===== config.mk =====
export PLATFORM = sky130hd
export DESIGN_NAME = itsi_div
export DESIGN_NICKNAME = d
export VERILOG_FILES = /design/src/hw/rtl/itsi_div.sv
export SDC_FILE = /design/constraint.sdc
export NUM_CORES = 1
export LEC_CHECK = 0
export ABC_AREA = 1
export BUFFER_PORTS_ARGS = -buffer_cell sky130_fd_sc_hd__buf_2
export CAP_MARGIN = 15
export CORE_AREA = 2 2 262 264
export CTS_CLUSTER_DIAMETER = 120
export DETAILED_ROUTE_END_ITERATION = 8
export DIE_AREA = 0 0 264 266
export PLACE_DENSITY = 0.63
export SYNTH_ARGS = -nofsm -noshare
export SYNTH_HDL_FRONTEND = slang
export SYNTH_SLANG_ARGS = --single-unit

===== constraint.sdc =====
create_clock -name clk -period 2.55 [get_ports clk]
set_input_delay 0.765 -clock clk [delete_from_list [all_inputs] [get_ports clk]]
set_output_delay 0.765 -clock clk [all_outputs]
set_load 0.03 [all_outputs]

===== src/hw/rtl/itsi_div.sv =====
module itsi_div #(
  parameter int DW = 9,
  parameter int QW = 16
) (
  input  logic          clk,
  input  logic          en,
  input  logic [DW-1:0] hi,
  input  logic [QW-1:0] lo,
  input  logic [DW-1:0] den,
  output logic [QW-1:0] quo,
  output logic [DW-1:0] rem
);

  // Restoring divide, one quotient bit per stage; hi must be below den
  logic [DW-1:0] r [QW+1];
  logic [QW-1:0] l [QW+1];
  logic [QW-1:0] q [QW+1];
  logic [DW-1:0] d [QW+1];

  assign r[0] = hi;
  assign l[0] = lo;
  assign q[0] = '0;
  assign d[0] = den;

  for (genvar k = 0; k < QW; k++) begin : g_stage
    logic [DW:0] t;
    logic        ge;
    assign t  = {r[k], l[k][QW-1]};
    assign ge = t >= {1'b0, d[k]};

    always_ff @(posedge clk) begin
      if (en) begin
        r[k+1] <= ge ? DW'(t - {1'b0, d[k]}) : t[DW-1:0];
        l[k+1] <= {l[k][QW-2:0], 1'b0};
        q[k+1] <= {q[k][QW-2:0], ge};
        d[k+1] <= d[k];
      end
    end
  end

  assign quo = q[QW];
  assign rem = r[QW];

endmodule


Word level (Yosys, flattened, before mapping)
Cells that the tools add are included.
{"block": "word_totals", "register_bits": 535, "inputBits": 36, "output_inout_bits": 25, "word_cells": 110}
{"block": "op_classes", "add_sub_neg": 16, "n_lt_le_gt_ge": 16, "mux": 16}
{"cell": "greater-or-equal comparator 10 x 9 -> 1 bit", "count": 16}
{"cell": "two-way mux 9 bit", "count": 16}
{"cell": "subtractor 9 bit", "count": 16}

Logic depth before layout (Yosys ltp)
Gate-level depths: netlist (run 1).
{"block": "depth", "depth_word": 2, "mapped_depth": 12, "ltp_nobuf": 12}

Worst setup path before layout (run 1)
No wires, ideal clock.
{"block": "synth_timing", "path_kind": "input to register", "startpoint": "input port lo[15]", "endpoint": "register r, in the netlist g_stage[1].t[8] (data pin)", "setup_ns": 0.252, "t_arrival_ns": 1.943, "required_time_ns": 2.298, "path_slack_ns": 0.355, "cell_stages": 10, "path_buffers": 0, "cell_sequence": "inv_1 ha_1 inv_1 fa_1 nand4_1 nand2_1 nand2_2 nand2_4 nand2_1 nand2_1"}
{"block": "synth_via", "elab_chain_len": 2, "elab_cells_between_ends": 3, "cone_classes": "add/sub (1); order compare (1); mux (1)"}
{"item": "start: declaration", "line_no": "8", "source": "input logic [QW-1:0] lo,"}
{"item": "greater-or-equal comparator 10 x 9 -> 1 bit", "line_no": "29", "source": "assign ge = t >= {1'b0, d[k]};"}
{"item": "net g_stage[0].ge", "line_no": "27", "source": "logic ge;"}
{"item": "two-way mux 9 bit", "line_no": "33", "source": "r[k+1] <= ge ? DW'(t - {1'b0, d[k]}) : t[DW-1:0];"}
{"item": "end signal: indexed assignment", "line_no": "33"}
{"item": "end: declaration", "line_no": "15", "source": "logic [DW-1:0] r [QW+1];"}
The timed path passes the listed nets, and every way through them passes these cells.
A chain may end at the register's enable or synchronous reset.

Worst setup path in the final report (run 1)
{"block": "layout_timing", "startpoint": "register l, in the netlist g_stage[11].t[0]", "endpoint": "register r, in the netlist g_stage[12].t[9] (data pin)"}
{"block": "layout_via", "elab_chain_len": 2, "elab_cells_between_ends": 3, "cone_classes": "add/sub (1); order compare (1); mux (1)"}
{"item": "start: declaration", "line_no": "16", "source": "logic [QW-1:0] l [QW+1];"}
{"item": "start signal: indexed assignment", "line_no": "34", "source": "l[k+1] <= {l[k][QW-2:0], 1'b0};"}
{"item": "greater-or-equal comparator 10 x 9 -> 1 bit", "line_no": "29"}
{"item": "net g_stage[11].ge", "line_no": "27"}
{"item": "two-way mux 9 bit", "line_no": "33"}
The timed path passes the listed nets, and every way through them passes these cells.

==> summary.txt, run 1 <==
Clock network
  – Post-cts gate resize count: 0
  – H-tree levels: 2
  – CTS clock-pin slew for the worst setup and hold paths: 0.06 ns
  – Max Root-Sink Buffers: 3
  – Setup repair bufs after CTS: 0
  – CTS tree: built
  – CTS Hold Bufs: 0
  – Clock sink total: 535
  – Clk root buf: clkbuf_16
  – CTS buffer count: 57
  – Worst-skew pair later-pin latency: 0.63 ns

Timing
  – Fin worst setup slack: 0.323 ns
  – Number of setup violations in the final report: 0
  – Rel. slew slack: about three quarters
  – Max Slew Vio Count: 0
  – Final Hold Viols: 0
  – Crit path time final: roughly 2.2 ns
  – Setup TNS: 0 ns
  – Final Skew: roughly 0.035 ns
  – Final worst path period share: between 80% and 90%
  – Worst hold slack: 0.310 ns
  – Peak Freq: ~450 MHz
  – Worst slew pin tran: 0.361 ns
  – Unrepaired setup endpoints after global routing: false

Floorplanning
  – Die X: 264 um
  – I/O Pins: between 60 and 70
  – Die area: approximately 70000 um^2
  – Die Span Y: about 270 um
  – Row count: 96
  – Initial core utilization: approximately two fifths
  – Core Area: 67700 um^2

Setup path
  – Crit Path Class: reg2reg
  – Crit-path most repeated cell: nand2_1
  – CP Max Fanout: 10
  – Required time of the critical path: roughly 2.9 ns
  – Cell family with most CP delay: simple AND/OR/NAND/NOR gates
  – Startpoint types: flip-flop
  – Worst Reg-to-Reg Cells: 10
  – Worst Path Arrival: 2.58 ns
  – Slowest Stage Delay on Critical Path: 0.47 ns
  – Worst r2r src: g_stage[11].t[0]$_DFFE_PP_
  – CP endpoint kind: flip-flop
  – Reg-to-Reg End: g_stage[12].t[9]$_DFFE_PP_
  – CP bufs+invs: 2
  – Slowest cell on crit path: edfxtp_1
  – Cells along the critical path: inv_1 -> ha_1 -> inv_1 -> fa_1 -> nand4_1 -> nand2_1 -> nand2_2 -> nand2_4 -> nand2_1 -> nand2_1
  – Setup slack, reg-to-reg: roughly 0.32 ns

Placed design
  – GPL Wtd Cong: 0.875
  – Placed Cells incl. Taps: 3521
  – Placed inst area: 28300 um^2
  – Pre-CTS setup slack: 0.146 ns
  – IO buf count: 60
  – HPWL Detailed: 39500 um

Global routing
  – First-pass GRT wire length: 86800 um
  – Total Routing Usage GR: ~15%
  – Vias in the first global route: 17300
  – Total global routing overflow: 0
  – Initial antenna violation count: 0
  – Largest net degree at the start of global routing: 73

Outcome
  – Status: completed

Finish
  – Synth-to-Final Area Change: 13.2%
  – Fill cells: about 6400
  – Fin cells: about 3600
  – FF+latch area: 16100 um^2
  – Finished layout cell area: between 30000 and 40000 um^2
  – ANT cells: 0
  – Final #Nets: 2894
  – Layout cell share with drive strength beyond 1: 11.3%
  – Area of the multi-input gates: 8740 um^2
  – Post-layout util: 44.6%

Logic synthesis
  – Yosys cell types: 26
  – Area contributors post-synth: edfxtp_1, nand2_1, ha_1
  – Synth Warn #: 0
  – Cell Area, Synth: between 20000 and 30000 um^2
  – Synthesis-stage register bit count: 535
  – Sequential area share after synthesis: 60.1%
  – Post-Synthesis Mean Instance Area: slightly above 10 um^2
  – Mapped Nets: 2774
  – Cell taking the most area after synthesis: edfxtp_1
  – Syn Inst Count: between 2000 and 3000
  – Post-synth top area share: 60.1%

Worst hold path
  – Endpoint, Worst Hold: l[254]$_DFFE_PP_
  – Worst Min Path Start: lo[13]
  – Hold path cells: 1
  – Min-Delay Path Class: in2reg

Pwr
  – Pwr dens: 1100 nW/um^2
  – Net Sw Frac: 36.5%
  – Internal power: between 20 and 25 mW
  – Psw: 12.1 mW
  – Pwr Total: ~33 mW
  – Logic pwr share: a little over a third
  – Max VDD drop: 0.445 mV
  – Clk pwr share: between 20% and 30%
  – Reg power frac: 39.3%
  – Pleak: 13.8 nW

Drt
  – Vias per cell: 4.76
  – Drt first-iter violations: between 1000 and 1500
  – DRC violations left: 0
  – Pre-antenna DRT Iters: 7
  – Post-route ant nets: 0
  – DR vias: between 15000 and 20000
  – Post-Route WL: 52500 um
  – WL/cell: 14.5 um

Job
  – MaxCap Viol Count: 0
registers in the layout (all words and copies together) (netlist names):
| register | cells |
|---|---|
| d | 135 |
| g_stage.t | 150 |
| l | 105 |
| q | 120 |
| quo | 16 |
| rem | 9 |
power groups by stage:
stage	sequential, mW	clock, mW	combinational (mW)
floorplan	12.8	0	9.05
global placement	13.2	0	11.6
detailed placement	13.2	0	11.7
CTS	13.0	8.67	11.8
global route	13.2	9.01	13.5
finish	13.0	8.40	11.7
area by class of cell:
cell class,count,share of cell area [%]
Clock buffer,61,4.77
Tap cell,882,3.65
Sequential cell,535,53.2
Inverter,442,5.49
Clock inverter,45,1.54
Multi-Input combinational cell,1565,28.9
Timing Repair Buffer,97,2.48
cell usage after synthesis, drive strengths merged:
cell type    n
a21oi       69
and2         4
buf         36
clkinv       6
edfxtp     535
fa          16
ha         144
inv        436
nand2      872
nand3      276
nand3b      12
nand4       32
nor2        72
nor3        16
or2          4
xor2        48
worst max path at each step:
| stage | start | end | slack, ns | cells past startpoint |
|---|---|---|---|---|
| floorplan | lo[15] | g_stage[1].t[8]$_DFFE_PP_ | 0.35 | 10 |
| global placement | lo[15] | g_stage[1].t[9]$_DFFE_PP_ | 0.13 | 13 |
| detailed placement | den[2] | g_stage[1].t[3]$_DFFE_PP_ | 0.15 | 11 |
| CTS | g_stage[11].t[0]$_DFFE_PP_ | g_stage[12].t[9]$_DFFE_PP_ | 0.34 | 10 |
| global route | g_stage[11].t[0]$_DFFE_PP_ | g_stage[12].t[9]$_DFFE_PP_ | 0.22 | 10 |
| finish | g_stage[11].t[0]$_DFFE_PP_ | g_stage[12].t[9]$_DFFE_PP_ | 0.32 | 10 |
cell families (layout without fill, tap and decap cells):
group | count (synthesis) | after routing | synth area share (%)
AOI/OAI and AO/OA | 69 | 69 | 1.42
adders and majority gates | 160 | 160 | 7.94
DFF | 535 | 535 | 60.1
buffers and inverters | 478 | 645 | 7.13
xor gates and xnor gates | 48 | 48 | 1.57
and+or+nand+nor | 1288 | 1288 | 21.8
worst reg2reg max path: stages, from the launching register on:
cell	delay, ns
edfxtp_1	0.47
inv_1	0.10
ha_1	0.14
inv_1	0.09
fa_1	0.44
nand4_1	0.14
nand2_1	0.09
nand2_2	0.20
nand2_4	0.14
nand2_1	0.09
nand2_1	0.06
per-layer routing:
| layer | wire length [um] | global-route usage, % | up-vias |
|---|---|---|---|
| met2 | 26400 | 27.2 | 330 |
| met5 | 0 | 0 | - |
| li1 | - | - | 8768 |
| met4 | 2480 | 7.57 | 0 |
| met3 | 2000 | 2.50 | 137 |
| met1 | 21600 | 17.9 | 8024 |
layout by cell type (no fill, tap or decap), drive strengths merged:
cell type / synthesis / layout
nand2: 872 / 872
bufinv: 0 / 7
nor2: 72 / 72
nor3: 16 / 16
fa: 16 / 16
xor2: 48 / 48
clkinv: 6 / 34
and2: 4 / 4
a21oi: 69 / 69
inv: 436 / 444
clkinvlp: 0 / 2
buf: 36 / 97
edfxtp: 535 / 535
nand3: 276 / 276
nand3b: 12 / 12
nand4: 32 / 32
ha: 144 / 144
or2: 4 / 4
clkbuf: 0 / 61
Note: power is estimated with default switching activity, not from simulation.
==> inputs of run 2 (changes only) <==
Settings changed: ABC_AREA 1 to 0, CORE_AREA 2 2 262 264 to 2 2 252 254, DIE_AREA 0 0 264 266 to 0 0 254 256.
==> run 2 against run 1 <==
  * Total power shrank 3.8%
  * Clock skew shrank 0.0076 ns
  * Synthesized cell count fell by 33%
  * Critical path depth unchanged
  * Flip-flop and latch count did not move
  * Combinational power down 8%
  * Cell count is 23% lower
  * Largest cell class unchanged
  * Highest routed layer unchanged
==> summary.txt, run 2 <==
Outcome
  – Status: completed (unchanged)

Job
  – MaxCap Viol Count: 0 (unchanged)

Clock network
  – CTS tree: built (unchanged)
  – Max Root-Sink Buffers: 3 (unchanged)
  – Clk root buf: clkbuf_16 (unchanged)
  – CTS Hold Bufs: 0 (unchanged)
  – CTS buffer count: 58 (was 57)
  – H-tree levels: 2 (unchanged)
  – Clock sink total: 535 (unchanged)
  – CTS clock-pin slew for the worst setup and hold paths: 0.06 ns (about the same)
  – Worst-skew pair later-pin latency: 0.63 ns (about the same)

Drt
  – Post-Route WL: 43800 um (was 52500 um)
  – DR vias: 14100 (was 17300)
  – Vias per cell: 5.05 (was 4.76)
  – DRT met1 WL: 18800 um (was 21600 um)
  – Drt first-iter violations: 838 (was 1132)
  – Post-route ant nets: 0 (unchanged)
  – Met3 wire length: 1830 um (was 2000 um)
  – DRC violations left: 0 (unchanged)
  – DR top layer: met4 (unchanged)
  – Pre-antenna DRT Iters: 8 (was 7)
  – Metal2 WL: 21700 um (was 26400 um)
  – WL/cell: 15.7 um (was 14.5 um)

Logic synthesis
  – Yosys cell types: 66 (was 26)
  – Synth Warn #: 0 (unchanged)
  – Sequential area share after synthesis: 64.9% (was 60.1%)
  – Post-Synthesis Mean Instance Area: 14.4 um^2 (was 10.4 um^2)
  – Cell taking the most area after synthesis: edfxtp_1 (unchanged)
  – Post-synth EDFFs: 535 (unchanged)
  – Area contributors post-synth: edfxtp_1, ha_1, mux2_2 (was edfxtp_1, nand2_1, ha_1)
  – Mapped Nets: 1913 (was 2774)
  – Cell Area, Synth: 24800 um^2 (was 26700 um^2)
  – Post-synth top area share: 64.9% (was 60.1%)
  – Async S/R FF share, synth: 0% (unchanged)
  – Most numerous cell in the Yosys netlist: edfxtp_1 (was nand2_1)
  – Synth Flop Type: edfxtp_1 (unchanged)
  – Synthesis-stage register bit count: 535 (unchanged)
  – Synth top cells by count: edfxtp_1, inv_1, ha_1 (was nand2_1, edfxtp_1, inv_1)
  – Syn Inst Count: 1717 (was 2578)

Pwr
  – Pleak: 11.1 nW (was 13.8 nW)
  – Pwr Total: 31.8 mW (was 33.1 mW)
  – Max VDD drop: 0.574 mV (was 0.445 mV)
  – Pwr dens: 1110 nW/um^2 (was 1100 nW/um^2)

Timing
  – Setup TNS: 0 ns (unchanged)
  – Peak Freq: 401 MHz (was 449 MHz)
  – Final Skew: 0.0274 ns (was 0.0350 ns)
  – Final worst path period share: 97.7% (was 87.4%)
  – Fin worst setup slack: 0.0576 ns (was 0.323 ns)
  – Worst hold slack: 0.323 ns (was 0.310 ns)
  – Rel. slew slack: 69.6% (was 75.8%)
  – Number of setup violations in the final report: 0 (unchanged)
  – Crit path time final: 2.49 ns (was 2.23 ns)
  – Max Slew Vio Count: 0 (unchanged)
  – Worst slew pin tran: 0.456 ns (was 0.361 ns)
  – Final Hold Viols: 0 (unchanged)

Finish
  – Fill cells: 5530 (was 6354)
  – Finished layout cell area: 28700 um^2 (was 30200 um^2)
  – Synth-to-Final Area Change: 16.0% (was 13.2%)
  – Most frequent cells in the layout: edfxtp_1, inv_1, ha_1 (was nand2_1, edfxtp_1, inv_1)
  – Fin cells: 2786 (was 3627)
  – Area of the multi-input gates: 7840 um^2 (was 8740 um^2)
  – Final #Nets: 2093 (was 2894)
  – Post-layout util: 46.0% (was 44.6%)
  – ANT cells: 0 (unchanged)
  – Leading cell type in the layout, fill and taps excluded: edfxtp_1 (was nand2_1)
  – Max reg flops: 150 (unchanged)
  – FF+latch area: 16100 um^2 (unchanged)
  – Layout cell share with drive strength beyond 1: 19.4% (was 11.3%)

Placed design
  – Placed inst area: 26600 um^2 (was 28300 um^2)
  – Placed Cells incl. Taps: 2671 (was 3521)
  – HPWL Detailed: 30400 um (was 39500 um)
  – GPL Wtd Cong: 0.858 (was 0.875)
  – Pre-CTS setup slack: -0.318 ns (was 0.146 ns)
  – IO buf count: 60 (unchanged)

Setup path
  – Crit Path Class: reg2reg (unchanged)
  – Worst r2r src: g_stage[1].t[0]$_DFFE_PP_ (was g_stage[11].t[0]$_DFFE_PP_)
  – Crit-path most repeated cell: inv_1 (was nand2_1)
  – Required time of the critical path: 2.91 ns (was 2.90 ns)
  – Startpoint types: flip-flop (unchanged)
  – Worst Path Arrival: 2.86 ns (was 2.58 ns)
  – Crit path from: g_stage[1].t[0]$_DFFE_PP_ (was g_stage[11].t[0]$_DFFE_PP_)
  – CP Max Fanout: 7 (was 10)
  – Slowest Stage Delay on Critical Path: 0.42 ns (was 0.47 ns)
  – Slowest cell on crit path: fa_1 (was edfxtp_1)
  – Cells along the critical path: inv_1 -> ha_1 -> inv_1 -> fa_1 -> a21oi_2 -> o211ai_1 -> and3_4 -> nor2_2 -> inv_2 -> mux2_2 (was inv_1 -> ha_1 -> inv_1 -> fa_1 -> nand4_1 -> nand2_1 -> nand2_2 -> nand2_4 -> nand2_1 -> nand2_1)
  – CP endpoint kind: flip-flop (unchanged)

Global routing
  – Total Routing Usage GR: 13.3% (was 15.3%)
  – Initial antenna violation count: 0 (unchanged)
  – Largest net degree at the start of global routing: 85 (was 73)
  – Vias in the first global route: 14500 (was 17300)
  – First-pass GRT wire length: 70700 um (was 86800 um)
  – Total global routing overflow: 0 (unchanged)

Worst hold path
  – Worst Min Path Start: lo[11] (was lo[13])
  – Min-Delay Path Class: in2reg (unchanged)

Floorplanning
  – Die X: 254 um (was 264 um)
  – Die area: 65000 um^2 (was 70200 um^2)
  – Row count: 92 (was 96)
  – Die Span Y: 256 um (was 266 um)
  – Core Area: 62400 um^2 (was 67700 um^2)
  – I/O Pins: 61 (unchanged)
  – Initial core utilization: 39.7% (was 39.4%)
## run 2: worst max-delay path, delay by kind of cell (launching register included)
kind	cells	cell delay, ns
fa+ha+maj	2	0.57
compound gates	2	0.38
flops	1	0.39
buf+inv	3	0.23
mux	1	0.30
simple gates	2	0.36
## run 2: logic make-up after synthesis
logic type / Yosys count / share of synthesized area [%]
AOI/OAI and AO/OA: 359 / 9.94
xor gates and xnor gates: 64 / 2.26
adders and majority gates: 160 / 8.57
buffers and inverters: 242 / 4.09
DFF: 535 / 64.9
muxes: 110 / 5.11
and+or+nand+nor: 247 / 5.11
## run 2: area by class of cell
class                      count  area share, %
clock buffer                  72           5.39
inverter                     212           2.82
multi-input combinational    943           27.3
timing repair buffer         147           3.70
clock inverter                31           1.13
tap                          846           3.69
sequential                   535           56.0
## run 2: what timing repair did
item | in CTS | in global routing
hold endpoints to repair | 0 | 0
setup buffers | 0 | 9
cloned | 0 | 3
endpoints found under the setup margin | 29 | 87
resized for setup | 8 | 30
pin swaps | 1 | 16
## run 2: worst paths after layout
path,to,depth (start not counted),slack (ns)
max reg2reg,g_stage[2].t[4]$_DFFE_PP_,10,0.06
min,l[252]$_DFFE_PP_,1,0.32
min reg2reg,l[91]$_DFFE_PP_,0,0.41
max,g_stage[2].t[4]$_DFFE_PP_,10,0.06
## run 2: report_power, final
part | total (mW) | internal [mW] | switching (mW)
Combinational | 10.8 | 5.28 | 5.56
Clock | 8.23 | 4.88 | 3.35
Sequential | 12.8 | 12.0 | 0.797
## run 2: routing by layer
| metal | global-route usage [%] | vias to the layer above |
|---|---|---|
| met5 | 0 | - |
| met1 | 16.1 | 6846 |
| met4 | 5.16 | 0 |
| li1 | - | 6829 |
| met3 | 2.68 | 124 |
| met2 | 23.1 | 282 |
